<file path="src/bss_pkg.sv">
// Shared types and constants for the bounded stack block.
// Used by the controller, the datapath and the top level; depends on nothing.
package bss_pkg;

   localparam int DEFAULT_DEPTH = 16;
   localparam int DATA_W        = 32;
   localparam int MODE_W        = 3;
   localparam int FILL_W        = 5;

   localparam logic [MODE_W-1:0] MODE_PUSH    = 3'd0;
   localparam logic [MODE_W-1:0] MODE_POP     = 3'd1;
   localparam logic [MODE_W-1:0] MODE_SEARCH  = 3'd2;
   localparam logic [MODE_W-1:0] MODE_REVERSE = 3'd3;
   localparam logic [MODE_W-1:0] MODE_MAX     = 3'd4;

   localparam logic signed [DATA_W-1:0] DATA_NEG_ONE = {DATA_W{1'b1}};

   typedef enum logic [1:0] {
      ST_OK       = 2'd0,
      ST_EMPTY    = 2'd1,
      ST_FULL     = 2'd2,
      ST_NOTFOUND = 2'd3
   } status_type;

   typedef struct packed {
      logic [MODE_W-1:0]        mode;
      logic signed [DATA_W-1:0] value;
      logic signed [DATA_W-1:0] new_value;
   } req_type;

   typedef struct packed {
      status_type               status;
      logic signed [DATA_W-1:0] data_out;
      logic [FILL_W-1:0]        fill_level;
   } rsp_type;

   typedef enum logic [3:0] {
      S_IDLE,
      S_DECODE,
      S_POP_WAIT,
      S_SRCH,
      S_MAX,
      S_REV_RD_HI,
      S_REV_WR_LO,
      S_REV_WR_HI,
      S_FINISH
   } state_type;

   // Read address sources.
   typedef enum logic [2:0] {
      RA_TOP,
      RA_IDX_DN,
      RA_ZERO,
      RA_HI,
      RA_LO_NEXT
   } rd_sel_type;

   // Write address and data sources.
   typedef enum logic [1:0] {
      WR_PUSH,
      WR_SRCH,
      WR_REV_LO,
      WR_REV_HI
   } wr_sel_type;

   // Result held for the response register.
   typedef enum logic [2:0] {
      RES_OK,
      RES_EMPTY,
      RES_UNDER,
      RES_FULL,
      RES_NOTFOUND,
      RES_POP,
      RES_MAX
   } res_sel_type;

   typedef struct packed {
      logic        load_req;
      logic        init_scan;
      logic        rd_en;
      rd_sel_type  rd_sel;
      logic        wr_en;
      wr_sel_type  wr_sel;
      logic        idx_dec;
      logic        rev_step;
      logic        save;
      logic        max_upd;
      logic        cnt_inc;
      logic        cnt_dec;
      logic        res_set;
      res_sel_type res_sel;
      logic        rsp_load;
   } cmd_type;

   typedef struct packed {
      logic [MODE_W-1:0] mode;
      logic              count_zero;
      logic              count_lt2;
      logic              full;
      logic              match;
      logic              idx_zero;
      logic              rev_more;
   } stat_type;

   localparam cmd_type CMD_IDLE = '{
      load_req:  1'b0,
      init_scan: 1'b0,
      rd_en:     1'b0,
      rd_sel:    RA_TOP,
      wr_en:     1'b0,
      wr_sel:    WR_PUSH,
      idx_dec:   1'b0,
      rev_step:  1'b0,
      save:      1'b0,
      max_upd:   1'b0,
      cnt_inc:   1'b0,
      cnt_dec:   1'b0,
      res_set:   1'b0,
      res_sel:   RES_OK,
      rsp_load:  1'b0
   };

endpackage

</file>
<file path="src/bounded_stack_search_max_reverse.sv">
// Bounded LIFO stack of signed 32-bit values with push, pop, search-update,
// reverse and maximum, one response item per request item. Entries live in a
// single-port-write, single-port-read memory with a registered read, so the
// scanning operations are paced by that port: search-update and maximum read
// the entries one at a time from the top down, and reverse swaps them pair by
// pair, working inward from both ends. A new request item is taken
// while the previous response still waits in its output register. Entries are
// not cleared at reset; only the fill count is.
// Depends on bss_pkg, bss_ctrl and bss_datapath.
module bounded_stack_search_max_reverse
   import bss_pkg::*;
#(
   parameter int DEPTH = DEFAULT_DEPTH
) (
   input  logic    clock,
   input  logic    reset,
   input  logic    req_valid,
   output logic    req_ready,
   input  req_type req_data,
   output logic    rsp_valid,
   input  logic    rsp_ready,
   output rsp_type rsp_data
);

   cmd_type  cmd;
   stat_type stat;

   bss_ctrl u_ctrl (
      .clock     (clock),
      .reset     (reset),
      .req_valid (req_valid),
      .req_ready (req_ready),
      .rsp_valid (rsp_valid),
      .rsp_ready (rsp_ready),
      .stat      (stat),
      .cmd       (cmd)
   );

   bss_datapath #(
      .DEPTH (DEPTH)
   ) u_datapath (
      .clock    (clock),
      .reset    (reset),
      .req_data (req_data),
      .rsp_data (rsp_data),
      .cmd      (cmd),
      .stat     (stat)
   );

endmodule

</file>
<file path="src/bss_ctrl.sv">
// Sequencing state machine of the bounded stack block.
// Depends on bss_pkg; drives commands into bss_datapath and reads its status.
module bss_ctrl
   import bss_pkg::*;
(
   input  logic     clock,
   input  logic     reset,
   input  logic     req_valid,
   output logic     req_ready,
   output logic     rsp_valid,
   input  logic     rsp_ready,
   input  stat_type stat,
   output cmd_type  cmd
);

   state_type state_ff, state_in;
   logic      rsp_valid_ff, rsp_valid_in;

   always_ff @(posedge clock) begin
      if (reset) begin
         state_ff     <= S_IDLE;
         rsp_valid_ff <= 1'b0;
      end else begin
         state_ff     <= state_in;
         rsp_valid_ff <= rsp_valid_in;
      end
   end

   assign req_ready = (state_ff == S_IDLE);
   assign rsp_valid = rsp_valid_ff;

   always_comb begin
      state_in     = state_ff;
      cmd          = CMD_IDLE;
      rsp_valid_in = rsp_valid_ff & ~rsp_ready;
      unique case (state_ff)
         S_IDLE: begin
            if (req_valid) begin
               cmd.load_req = 1'b1;
               state_in     = S_DECODE;
            end
         end
         S_DECODE: begin
            cmd.init_scan = 1'b1;
            cmd.res_set   = 1'b1;
            state_in      = S_FINISH;
            unique case (stat.mode)
               MODE_PUSH: begin
                  if (stat.full) begin
                     cmd.res_sel = RES_FULL;
                  end else begin
                     cmd.wr_en   = 1'b1;
                     cmd.wr_sel  = WR_PUSH;
                     cmd.cnt_inc = 1'b1;
                     cmd.res_sel = RES_OK;
                  end
               end
               MODE_POP: begin
                  if (stat.count_zero) begin
                     cmd.res_sel = RES_UNDER;
                  end else begin
                     cmd.res_set = 1'b0;
                     cmd.rd_en   = 1'b1;
                     cmd.rd_sel  = RA_TOP;
                     state_in    = S_POP_WAIT;
                  end
               end
               MODE_SEARCH: begin
                  if (stat.count_zero) begin
                     cmd.res_sel = RES_NOTFOUND;
                  end else begin
                     cmd.res_set = 1'b0;
                     cmd.rd_en   = 1'b1;
                     cmd.rd_sel  = RA_TOP;
                     state_in    = S_SRCH;
                  end
               end
               MODE_REVERSE: begin
                  if (stat.count_lt2) begin
                     cmd.res_sel = RES_OK;
                  end else begin
                     cmd.res_set = 1'b0;
                     cmd.rd_en   = 1'b1;
                     cmd.rd_sel  = RA_ZERO;
                     state_in    = S_REV_RD_HI;
                  end
               end
               MODE_MAX: begin
                  if (stat.count_zero) begin
                     cmd.res_sel = RES_EMPTY;
                  end else begin
                     cmd.res_set = 1'b0;
                     cmd.rd_en   = 1'b1;
                     cmd.rd_sel  = RA_TOP;
                     state_in    = S_MAX;
                  end
               end
               default: begin
                  cmd.res_sel = RES_OK;
               end
            endcase
         end
         S_POP_WAIT: begin
            cmd.cnt_dec = 1'b1;
            cmd.res_set = 1'b1;
            cmd.res_sel = RES_POP;
            state_in    = S_FINISH;
         end
         S_SRCH: begin
            // The read data always belongs to the entry at the scan index.
            if (stat.match) begin
               cmd.wr_en   = 1'b1;
               cmd.wr_sel  = WR_SRCH;
               cmd.res_set = 1'b1;
               cmd.res_sel = RES_OK;
               state_in    = S_FINISH;
            end else if (stat.idx_zero) begin
               cmd.res_set = 1'b1;
               cmd.res_sel = RES_NOTFOUND;
               state_in    = S_FINISH;
            end else begin
               cmd.rd_en   = 1'b1;
               cmd.rd_sel  = RA_IDX_DN;
               cmd.idx_dec = 1'b1;
            end
         end
         S_MAX: begin
            cmd.max_upd = 1'b1;
            if (stat.idx_zero) begin
               cmd.res_set = 1'b1;
               cmd.res_sel = RES_MAX;
               state_in    = S_FINISH;
            end else begin
               cmd.rd_en   = 1'b1;
               cmd.rd_sel  = RA_IDX_DN;
               cmd.idx_dec = 1'b1;
            end
         end
         S_REV_RD_HI: begin
            cmd.save   = 1'b1;
            cmd.rd_en  = 1'b1;
            cmd.rd_sel = RA_HI;
            state_in   = S_REV_WR_LO;
         end
         S_REV_WR_LO: begin
            cmd.wr_en  = 1'b1;
            cmd.wr_sel = WR_REV_LO;
            state_in   = S_REV_WR_HI;
         end
         S_REV_WR_HI: begin
            cmd.wr_en    = 1'b1;
            cmd.wr_sel   = WR_REV_HI;
            cmd.rev_step = 1'b1;
            if (stat.rev_more) begin
               cmd.rd_en  = 1'b1;
               cmd.rd_sel = RA_LO_NEXT;
               state_in   = S_REV_RD_HI;
            end else begin
               cmd.res_set = 1'b1;
               cmd.res_sel = RES_OK;
               state_in    = S_FINISH;
            end
         end
         S_FINISH: begin
            // The response register is refilled only once the previous item has gone.
            if (!rsp_valid_ff || rsp_ready) begin
               cmd.rsp_load = 1'b1;
               rsp_valid_in = 1'b1;
               state_in     = S_IDLE;
            end
         end
         default: begin
            state_in = S_IDLE;
         end
      endcase
   end

endmodule

</file>
<file path="src/bss_datapath.sv">
// Storage and datapath of the bounded stack block: entry memory, fill count,
// scan pointers, running maximum and the response register. Depends on bss_pkg.
module bss_datapath
   import bss_pkg::*;
#(
   parameter int DEPTH = DEFAULT_DEPTH
) (
   input  logic     clock,
   input  logic     reset,
   input  req_type  req_data,
   output rsp_type  rsp_data,
   input  cmd_type  cmd,
   output stat_type stat
);

   localparam int AW = (DEPTH > 1) ? $clog2(DEPTH) : 1;
   localparam int CW = $clog2(DEPTH + 1);

   logic [DATA_W-1:0] mem [DEPTH];

   req_type                  req_ff;
   logic [CW-1:0]            count_ff, count_in;
   logic [AW-1:0]            idx_ff, lo_ff, hi_ff;
   logic signed [DATA_W-1:0] rdata_ff, save_ff, max_ff, max_in;
   status_type               res_status_ff;
   logic signed [DATA_W-1:0] res_data_ff;
   rsp_type                  rsp_ff;

   logic [CW-1:0]     top_cnt;
   logic [AW-1:0]     top_addr, rd_addr, wr_addr;
   logic [DATA_W-1:0] wr_data;
   logic [AW:0]       lo_p2;
   logic              max_first;

   assign top_cnt  = count_ff - CW'(1);
   assign top_addr = top_cnt[AW-1:0];
   assign lo_p2    = {1'b0, lo_ff} + (AW+1)'(2);

   always_comb begin
      unique case (cmd.rd_sel)
         RA_TOP:     rd_addr = top_addr;
         RA_IDX_DN:  rd_addr = idx_ff - AW'(1);
         RA_ZERO:    rd_addr = '0;
         RA_HI:      rd_addr = hi_ff;
         RA_LO_NEXT: rd_addr = lo_ff + AW'(1);
         default:    rd_addr = top_addr;
      endcase
   end

   always_comb begin
      unique case (cmd.wr_sel)
         WR_PUSH: begin
            wr_addr = count_ff[AW-1:0];
            wr_data = req_ff.value;
         end
         WR_SRCH: begin
            wr_addr = idx_ff;
            wr_data = req_ff.new_value;
         end
         WR_REV_LO: begin
            wr_addr = lo_ff;
            wr_data = rdata_ff;
         end
         WR_REV_HI: begin
            wr_addr = hi_ff;
            wr_data = save_ff;
         end
         default: begin
            wr_addr = lo_ff;
            wr_data = rdata_ff;
         end
      endcase
   end

   always_ff @(posedge clock) begin
      if (cmd.wr_en) begin
         mem[wr_addr] <= wr_data;
      end
      if (cmd.rd_en) begin
         rdata_ff <= mem[rd_addr];
      end
   end

   // The first entry of a scan is the top one and seeds the maximum.
   assign max_first = (idx_ff == top_addr);
   assign max_in    = (max_first || (rdata_ff > max_ff)) ? rdata_ff : max_ff;

   always_comb begin
      count_in = count_ff;
      if (cmd.cnt_inc) begin
         count_in = count_ff + CW'(1);
      end else if (cmd.cnt_dec) begin
         count_in = top_cnt;
      end
   end

   always_ff @(posedge clock) begin
      if (reset) begin
         count_ff <= '0;
      end else begin
         count_ff <= count_in;
      end
   end

   always_ff @(posedge clock) begin
      if (cmd.load_req) begin
         req_ff <= req_data;
      end
      if (cmd.init_scan) begin
         idx_ff <= top_addr;
         lo_ff  <= '0;
         hi_ff  <= top_addr;
      end else begin
         if (cmd.idx_dec) begin
            idx_ff <= idx_ff - AW'(1);
         end
         if (cmd.rev_step) begin
            lo_ff <= lo_ff + AW'(1);
            hi_ff <= hi_ff - AW'(1);
         end
      end
      if (cmd.save) begin
         save_ff <= rdata_ff;
      end
      if (cmd.max_upd) begin
         max_ff <= max_in;
      end
      if (cmd.res_set) begin
         unique case (cmd.res_sel)
            RES_OK: begin
               res_status_ff <= ST_OK;
               res_data_ff   <= '0;
            end
            RES_EMPTY: begin
               res_status_ff <= ST_EMPTY;
               res_data_ff   <= '0;
            end
            RES_UNDER: begin
               res_status_ff <= ST_EMPTY;
               res_data_ff   <= DATA_NEG_ONE;
            end
            RES_FULL: begin
               res_status_ff <= ST_FULL;
               res_data_ff   <= '0;
            end
            RES_NOTFOUND: begin
               res_status_ff <= ST_NOTFOUND;
               res_data_ff   <= '0;
            end
            RES_POP: begin
               res_status_ff <= ST_OK;
               res_data_ff   <= rdata_ff;
            end
            RES_MAX: begin
               res_status_ff <= ST_OK;
               res_data_ff   <= max_in;
            end
            default: begin
               res_status_ff <= ST_OK;
               res_data_ff   <= '0;
            end
         endcase
      end
      if (cmd.rsp_load) begin
         rsp_ff.status     <= res_status_ff;
         rsp_ff.data_out   <= res_data_ff;
         rsp_ff.fill_level <= FILL_W'(count_ff);
      end
   end

   assign rsp_data = rsp_ff;

   assign stat.mode       = req_ff.mode;
   assign stat.count_zero = (count_ff == '0);
   assign stat.count_lt2  = (count_ff < CW'(2));
   assign stat.full       = (count_ff >= CW'(DEPTH));
   assign stat.match      = (rdata_ff == req_ff.value);
   assign stat.idx_zero   = (idx_ff == '0);
   assign stat.rev_more   = (lo_p2 < {1'b0, hi_ff});

endmodule
</file>
<file path="config.mk">
export PLATFORM = sky130hd
export DESIGN_NAME = bounded_stack_search_max_reverse
export DESIGN_NICKNAME = d
export VERILOG_FILES = /design/src/bss_pkg.sv /design/src/bounded_stack_search_max_reverse.sv /design/src/bss_ctrl.sv /design/src/bss_datapath.sv
export SDC_FILE = /design/constraint.sdc
export NUM_CORES = 1
export LEC_CHECK = 0
export CAP_MARGIN = 30
export CORE_UTILIZATION = 44
export DETAILED_ROUTE_END_ITERATION = 8
export DONT_BUFFER_PORTS = 1
export PLACE_DENSITY_LB_ADDON = 0.3
export SLEW_MARGIN = 20
export SYNTH_ARGS = -nofsm -noshare
export SYNTH_HDL_FRONTEND = slang
export SYNTH_SLANG_ARGS = --single-unit
</file>
<file path="constraint.sdc">
create_clock -name clock -period 4.2 [get_ports clock]
set_clock_uncertainty 0.05 [all_clocks]
set_input_delay 0.63 -clock clock [delete_from_list [all_inputs] [get_ports clock]]
set_output_delay 0.63 -clock clock [all_outputs]
set_load 0.05 [all_outputs]
</file>
==> out/summary.txt, run 1 <==
Slew Limit Fails - 0
outcome - finished, final reports clean
Largest stage delay, worst path - 0.49 ns
TNS Setup - 0 ns
Root Buffer - clkbuf_16
sequential share of the synthesized area - 71.7%
Yosys reg bits - 770
fin crit share - 98.2%
Core Box Area - 71700 um2
cell taking the most area after synthesis - edfxtp_1
std cell rows - 98
Final WS setup - 0.0773 ns
Synthesis Warnings - 0
layout overhead on the synthesized area - 19.0%
Starting Density - 44.7%
HPWL after DPL - 57.1 mm
DRT iter0 DRCs - 2253
clk sinks - 770
worst reg2reg path depth - 12
clock power share - 40.4%
drt wl/cell - 26.6 um
worst setup path start - u_datapath.rdata_ff[17]
Hold Vio Cnt, Final - 0
sw frac - 22.8%
width of the chip - 272 um
internal power - 0.0131 W
routability cong. - 0.865
startpoint class of the critical path - register
largest net degree at the start of global routing - 62
via count of the routed design - 19.0k
CP max stage cell - edfxtp_1
Post-synth EDFFs - 756
Worst Setup End Kind - register
dpl ws - 0.0677 ns
Worst Path Arrival - 4.44 ns
worst hold path depth - 1
ys async rst share - 0%
Post-Route WL - 84.8 mm
first-pass GRT wire length - 125 mm
post-synth top area share - 70.9%
vias in the first global route - 18.8k
Buffers on Ports - 0
DR pass1 iterations - 6
Clock Tree Buf Depth - 3
setup violators final - 0
final net count - 2293
cells along the critical path - ha_1 -> a21o_1 -> a21o_1 -> a21o_1 -> a21o_1 -> a2111oi_1 -> buf_4 -> mux2_2 -> a31oi_4 -> o31ai_4 -> buf_4 -> a221o_1
top cells by count, synth - edfxtp_1, mux2i_1, clkbuf_1
GR Overflow Total - 0
die height - 272 um
CP max FO - 28
ys flop type - edfxtp_1
MaxCap Viol Count - 0
global-route usage over all layers - 22.8%
power share of the combinational group - 7.0%
syn_area_per_cell - 16.3 um2
CTS buffer count - 80
synth top area cells - edfxtp_1, mux2i_1, mux2_2
CP Data Required Time - 4.51 ns
Clock Pin Slew Worst Setup and Hold Paths - 0.06 ns
Netlist Area Pre-Place - 32000 um2
Worst slew margin - 36.2%
Yosys cell types - 72
post-synthesis cell count - 1965
Worst VDD drop - 0.000582 V
CTS HTree Levels - 3
P_sw - 0.00386 W
Slew @ Worst Pin - 0.944 ns
utilization after layout - 53.2%
most frequent cell after synthesis - edfxtp_1
layout cells sized above 1 - 22.3%
Hold WC Path Type - input port to register
I/O Pins - 112
Pwr Density - 444 nW/um2
die outline area - 73900 um2
Seq pwr share - 52.6%
most used cell, CP - a21o_1
Setup CP Type - register to register
Detail Route Antenna Nets - 0
R2R Path Start - u_datapath.rdata_ff[17]
Max Clk Rate - 243 MHz
remaining routing DRC violations - 0
initial antenna violation count - 7
crit path time final - 4.12 ns
LEAKAGE - 13.3 nW
CTS tree - yes
drt via density - 5.95
worst skew pair latency - 0.64 ns
HP Start - reset
syn_nets - 2078
[kinds of logic after synthesis]
| logic type | Yosys count | synth area share, % |
|---|---|---|
| buf+inv | 175 | 2.20 |
| xor+xnor | 51 | 1.39 |
| mux | 255 | 9.13 |
| fa+ha+maj | 42 | 1.64 |
| simple gates | 280 | 4.48 |
| compound gates | 392 | 9.42 |
| flops | 770 | 71.7 |
[repair_timing]
action	CTS	global route
endpoints found under the setup margin	0	49
endpoints found under the hold margin	5	0
hold buffers	2	0
buffers inserted	0	0
gates resized for setup	0	15
[critical path: cells and delay by family, from the launching register on]
kind	cells	cell delay [ns]
fa+ha+maj	1	0.36
buf+inv	2	0.47
mux	1	0.35
compound gates	8	2.10
flops	1	0.49
[layer usage]
layer / vias to the layer above / routed length (um) / track usage, % / part of all wire (%)
li1: 8358 / - / - / -
met1: 9669 / 35600 / 31.9 / 42
met2: 815 / 39200 / 35.7 / 46
met3: 156 / 7100 / 4.42 / 8.4
met4: 8 / 2790 / 8.32 / 3.3
met5: - / 35 / 0 / 0.041
[placed cells by master, fill, tap and decap left out, types with 57 or more instances in the layout]
master,instances
a211oi_1,72
a221o_1,61
buf_4,197
clkbuf_16,82
edfxtp_1,756
mux2_2,57
mux2i_1,174
nand3_1,79
nor2_1,58
o21ai_0,66
[cell type report]
| class | count | area (um2) |
|---|---|---|
| tap | 950 | 1190 |
| timing repair buffer | 257 | 2650 |
| multi-input combinational | 1020 | 8600 |
| fill | 5633 | 33600 |
| clock buffer | 100 | 2130 |
| clock inverter | 39 | 373 |
| sequential | 770 | 23000 |
| antenna | 6 | 15.0 |
| inverter | 51 | 191 |
[power by group through the flow]
| stage | clock (W) | combinational (W) | sequential, W |
|---|---|---|---|
| 2_1_floorplan | 0 | 0.000666 | 0.00902 |
| 3_3_place_gp | 0 | 0.00112 | 0.00906 |
| 3_5_place_dp | 0 | 0.00115 | 0.00907 |
| 4_1_cts | 0.00695 | 0.00116 | 0.00891 |
| 5_1_grt | 0.00722 | 0.00125 | 0.00892 |
| 6_report | 0.00684 | 0.00118 | 0.00891 |
[sequential cells by signal, indices dropped and copies added (netlist names), 5 cells and up]
register / count
u_datapath.mem: 512
u_datapath.req_ff: 64
u_datapath.rsp_data: 39
u_datapath.max_ff: 32
u_datapath.rdata_ff: 32
u_datapath.res_data_ff: 32
u_datapath.save_ff: 32
u_datapath.count_ff: 5
[worst paths after layout]
path | end | slack (ns)
worst max-delay path | u_datapath.res_data_ff[2] | 0.08
worst min-delay path | u_datapath.count_ff[1] | 0.03
worst max register to register | u_datapath.res_data_ff[2] | 0.08
worst min register to register | u_datapath.rsp_data[12] | 0.36
[stage by stage]
stage | power (W) | hold slack [ns] | cells | instance area (um2)
global route | 0.0174 | 0.00377 | 3189 | 38100
finish | 0.0169 | 0.0347 | 3193 | 38100
CTS | 0.0170 | 0.00322 | 3184 | 38000
floorplan | 0.00968 | 0.350 | 1965 | 32000
global placement | 0.0102 | 0.351 | 3043 | 35500
detailed placement | 0.0102 | 0.355 | 3043 | 35500
Note: power is estimated with default switching activity, not from simulation.
==> run 2, diff against run 1 <==
--- a/config.mk
+++ b/config.mk
@@ -10,6 +10,7 @@
 export DETAILED_ROUTE_END_ITERATION = 8
 export DONT_BUFFER_PORTS = 1
 export PLACE_DENSITY_LB_ADDON = 0.3
+export RECOVER_POWER = 25
 export SLEW_MARGIN = 20
 export SYNTH_ARGS = -nofsm -noshare
 export SYNTH_HDL_FRONTEND = slang
==> run 2 against run 1 <==
The flow now finishes with violations (capacitance limit, slew limit). Maximum frequency down 0.17%. Non-clock buffer count unchanged. Clock power about the same. Hold slack worse by 0.0016 ns. Largest cell class unchanged. Largest power group unchanged. Highest routed layer unchanged.
==> out/summary.txt, run 2 (synthesis gave the netlist of run 1 again) <==
outcome - finished, violations left
failing checks - capacitance limit, slew limit
layout overhead on the synthesized area - 18.5%
Detail Route Antenna Nets - 0
remaining routing DRC violations - 0
Hold Path End - u_datapath.count_ff[1]
DRT iter0 DRCs - 2265
Worst slew margin - -36.4%
Core Box Area - 71700 um2
internal power - 0.0131 W
MaxCap Viol Count - 4
routability cong. - 0.865
startpoint class of the critical path - register
width of the chip - 272 um
crit path time final - 4.13 ns
Clock Pin Slew Worst Setup and Hold Paths - 0.06 ns
# Post-CTS Setup Buffers - 0
P_sw - 0.00386 W
Slew Limit Fails - 158
R2R Path Start - u_datapath.rdata_ff[17]
area of the multi-input gates - 8590 um2
die height - 272 um
DR pass1 iterations - 5
vias in the first global route - 18.8k
Seq pwr share - 52.7%
setup violators final - 0
LEAKAGE - 13.1 nW
worst hold path depth - 1
via count of the routed design - 19.1k
Setup CP Type - register to register
CP max FO - 28
Max Clk Rate - 242 MHz
CTS HTree Levels - 3
die outline area - 73900 um2
CP Data Required Time - 4.51 ns
drt wl/cell - 26.6 um
Filler Cell Count - 5677
R2R Setup Slk - 0.07 ns
Worst Path Arrival - 4.44 ns
worst skew pair latency - 0.64 ns
global-route usage over all layers - 22.8%
Worst Setup End Kind - register
HP Start - reset
layout cells sized above 1 - 20.7%
Root Buffer - clkbuf_16
power share of the combinational group - 6.9%
Largest stage delay, worst path - 0.50 ns
TNS Setup - 0 ns
most used cell, CP - a21o_1
sw frac - 22.8%
largest net degree at the start of global routing - 62
Pwr Density - 446 nW/um2
utilization after layout - 52.9%
fin crit share - 98.3%
Slew @ Worst Pin - 2.05 ns
GR Overflow Total - 0
cells along the critical path - ha_1 -> a21o_1 -> a21o_1 -> a21o_1 -> a21o_1 -> a2111oi_1 -> buf_4 -> mux2_2 -> a31oi_4 -> o31ai_4 -> buf_4 -> a221o_1
Placed Area - 35500 um2
Starting Density - 44.7%
clock power share - 40.4%
Clock Tree Buf Depth - 3
Buffers on Ports - 0
post-route cell area - 38000 um2
register area - 23000 um2
initial antenna violation count - 7
CP max stage cell - edfxtp_1
Hold Vio Cnt, Final - 0
reg2reg end - u_datapath.res_data_ff[25]
final net count - 2293
std cell rows - 98
drt via density - 5.97
CTS buffer count - 80
number of flip-flops in the largest register - 512
Post-Route WL - 85.0 mm
commonest non-fill, non-tap cell in the layout - edfxtp_1
Worst VDD drop - 0.000583 V
clk sinks - 770
Largest Register - u_datapath.mem
Hold WC Path Type - input port to register
HPWL after DPL - 57.1 mm
most frequent cells in the layout - edfxtp_1, mux2i_1, buf_4
hold_ws - 0.0331 ns
worst reg2reg path depth - 12
first-pass GRT wire length - 125 mm
I/O Pins - 112
CTS tree - yes
[run 2: layer usage]
layer  wire, um  track usage (%)
met1      35700             31.9
met4       2850             8.32
met2      39300             35.7
met5         28                0
met3       7020             4.42
[run 2: how the worst max path moves through the flow]
| stage | startpoint | to |
|---|---|---|
| finish | u_datapath.rdata_ff[17] | u_datapath.res_data_ff[25] |
| global route | u_datapath.lo_ff[1] | u_datapath.rdata_ff[4] |
| CTS | u_datapath.rdata_ff[17] | u_datapath.res_data_ff[25] |
| detailed placement | u_datapath.rdata_ff[17] | u_datapath.res_data_ff[25] |
| global placement | u_datapath.rdata_ff[17] | u_datapath.res_data_ff[25] |
| floorplan | u_ctrl.state_ff[1] | u_datapath.mem[14][0] |
[run 2: final cells by class]
type                    instances  share of cell area [%]
repair buffers                257                    6.55
flip-flops and latches        770                    60.5
clock buffers                 100                    5.61
clock inverters                39                   0.982
well taps                     950                    3.13
multi-input cells            1020                    22.6
diodes                          7                  0.0461
inverters                      51                   0.504
[run 2: what timing repair did]
item	4_1_cts	5_1_grt
hold buffers	2	0
gates resized for setup	0	15
endpoints found under the hold margin	5	0
setup endpoints to repair	0	49
[run 2: worst max-delay path, delay by kind of cell, from the launching register on]
family,cells,cell delay [ns]
adder cells (fa/ha/maj),1,0.36
flip-flops,1,0.50
multiplexers,1,0.35
AO/OA/AOI/OAI,8,2.10
buffers and inverters,2,0.48
[run 2: power groups by stage]
| stage | clock [W] | sequential (W) | combinational, W |
|---|---|---|---|
| 6_report | 0.00685 | 0.00892 | 0.00117 |
| 5_1_grt | 0.00722 | 0.00892 | 0.00124 |
| 4_1_cts | 0.00695 | 0.00891 | 0.00116 |
| 3_5_place_dp | 0 | 0.00907 | 0.00115 |
| 3_3_place_gp | 0 | 0.00906 | 0.00112 |
| 2_1_floorplan | 0 | 0.00902 | 0.000666 |
[run 2: metrics by stage]
step | total power (W) | setup slack (ns) | std cells
2_1_floorplan | 0.00968 | -0.0648 | 1965
3_3_place_gp | 0.0102 | 0.0461 | 3043
5_1_grt | 0.0174 | -0.000557 | 3189
6_report | 0.0169 | 0.0705 | 3194
3_5_place_dp | 0.0102 | 0.0677 | 3043
4_1_cts | 0.0170 | 0.00489 | 3184
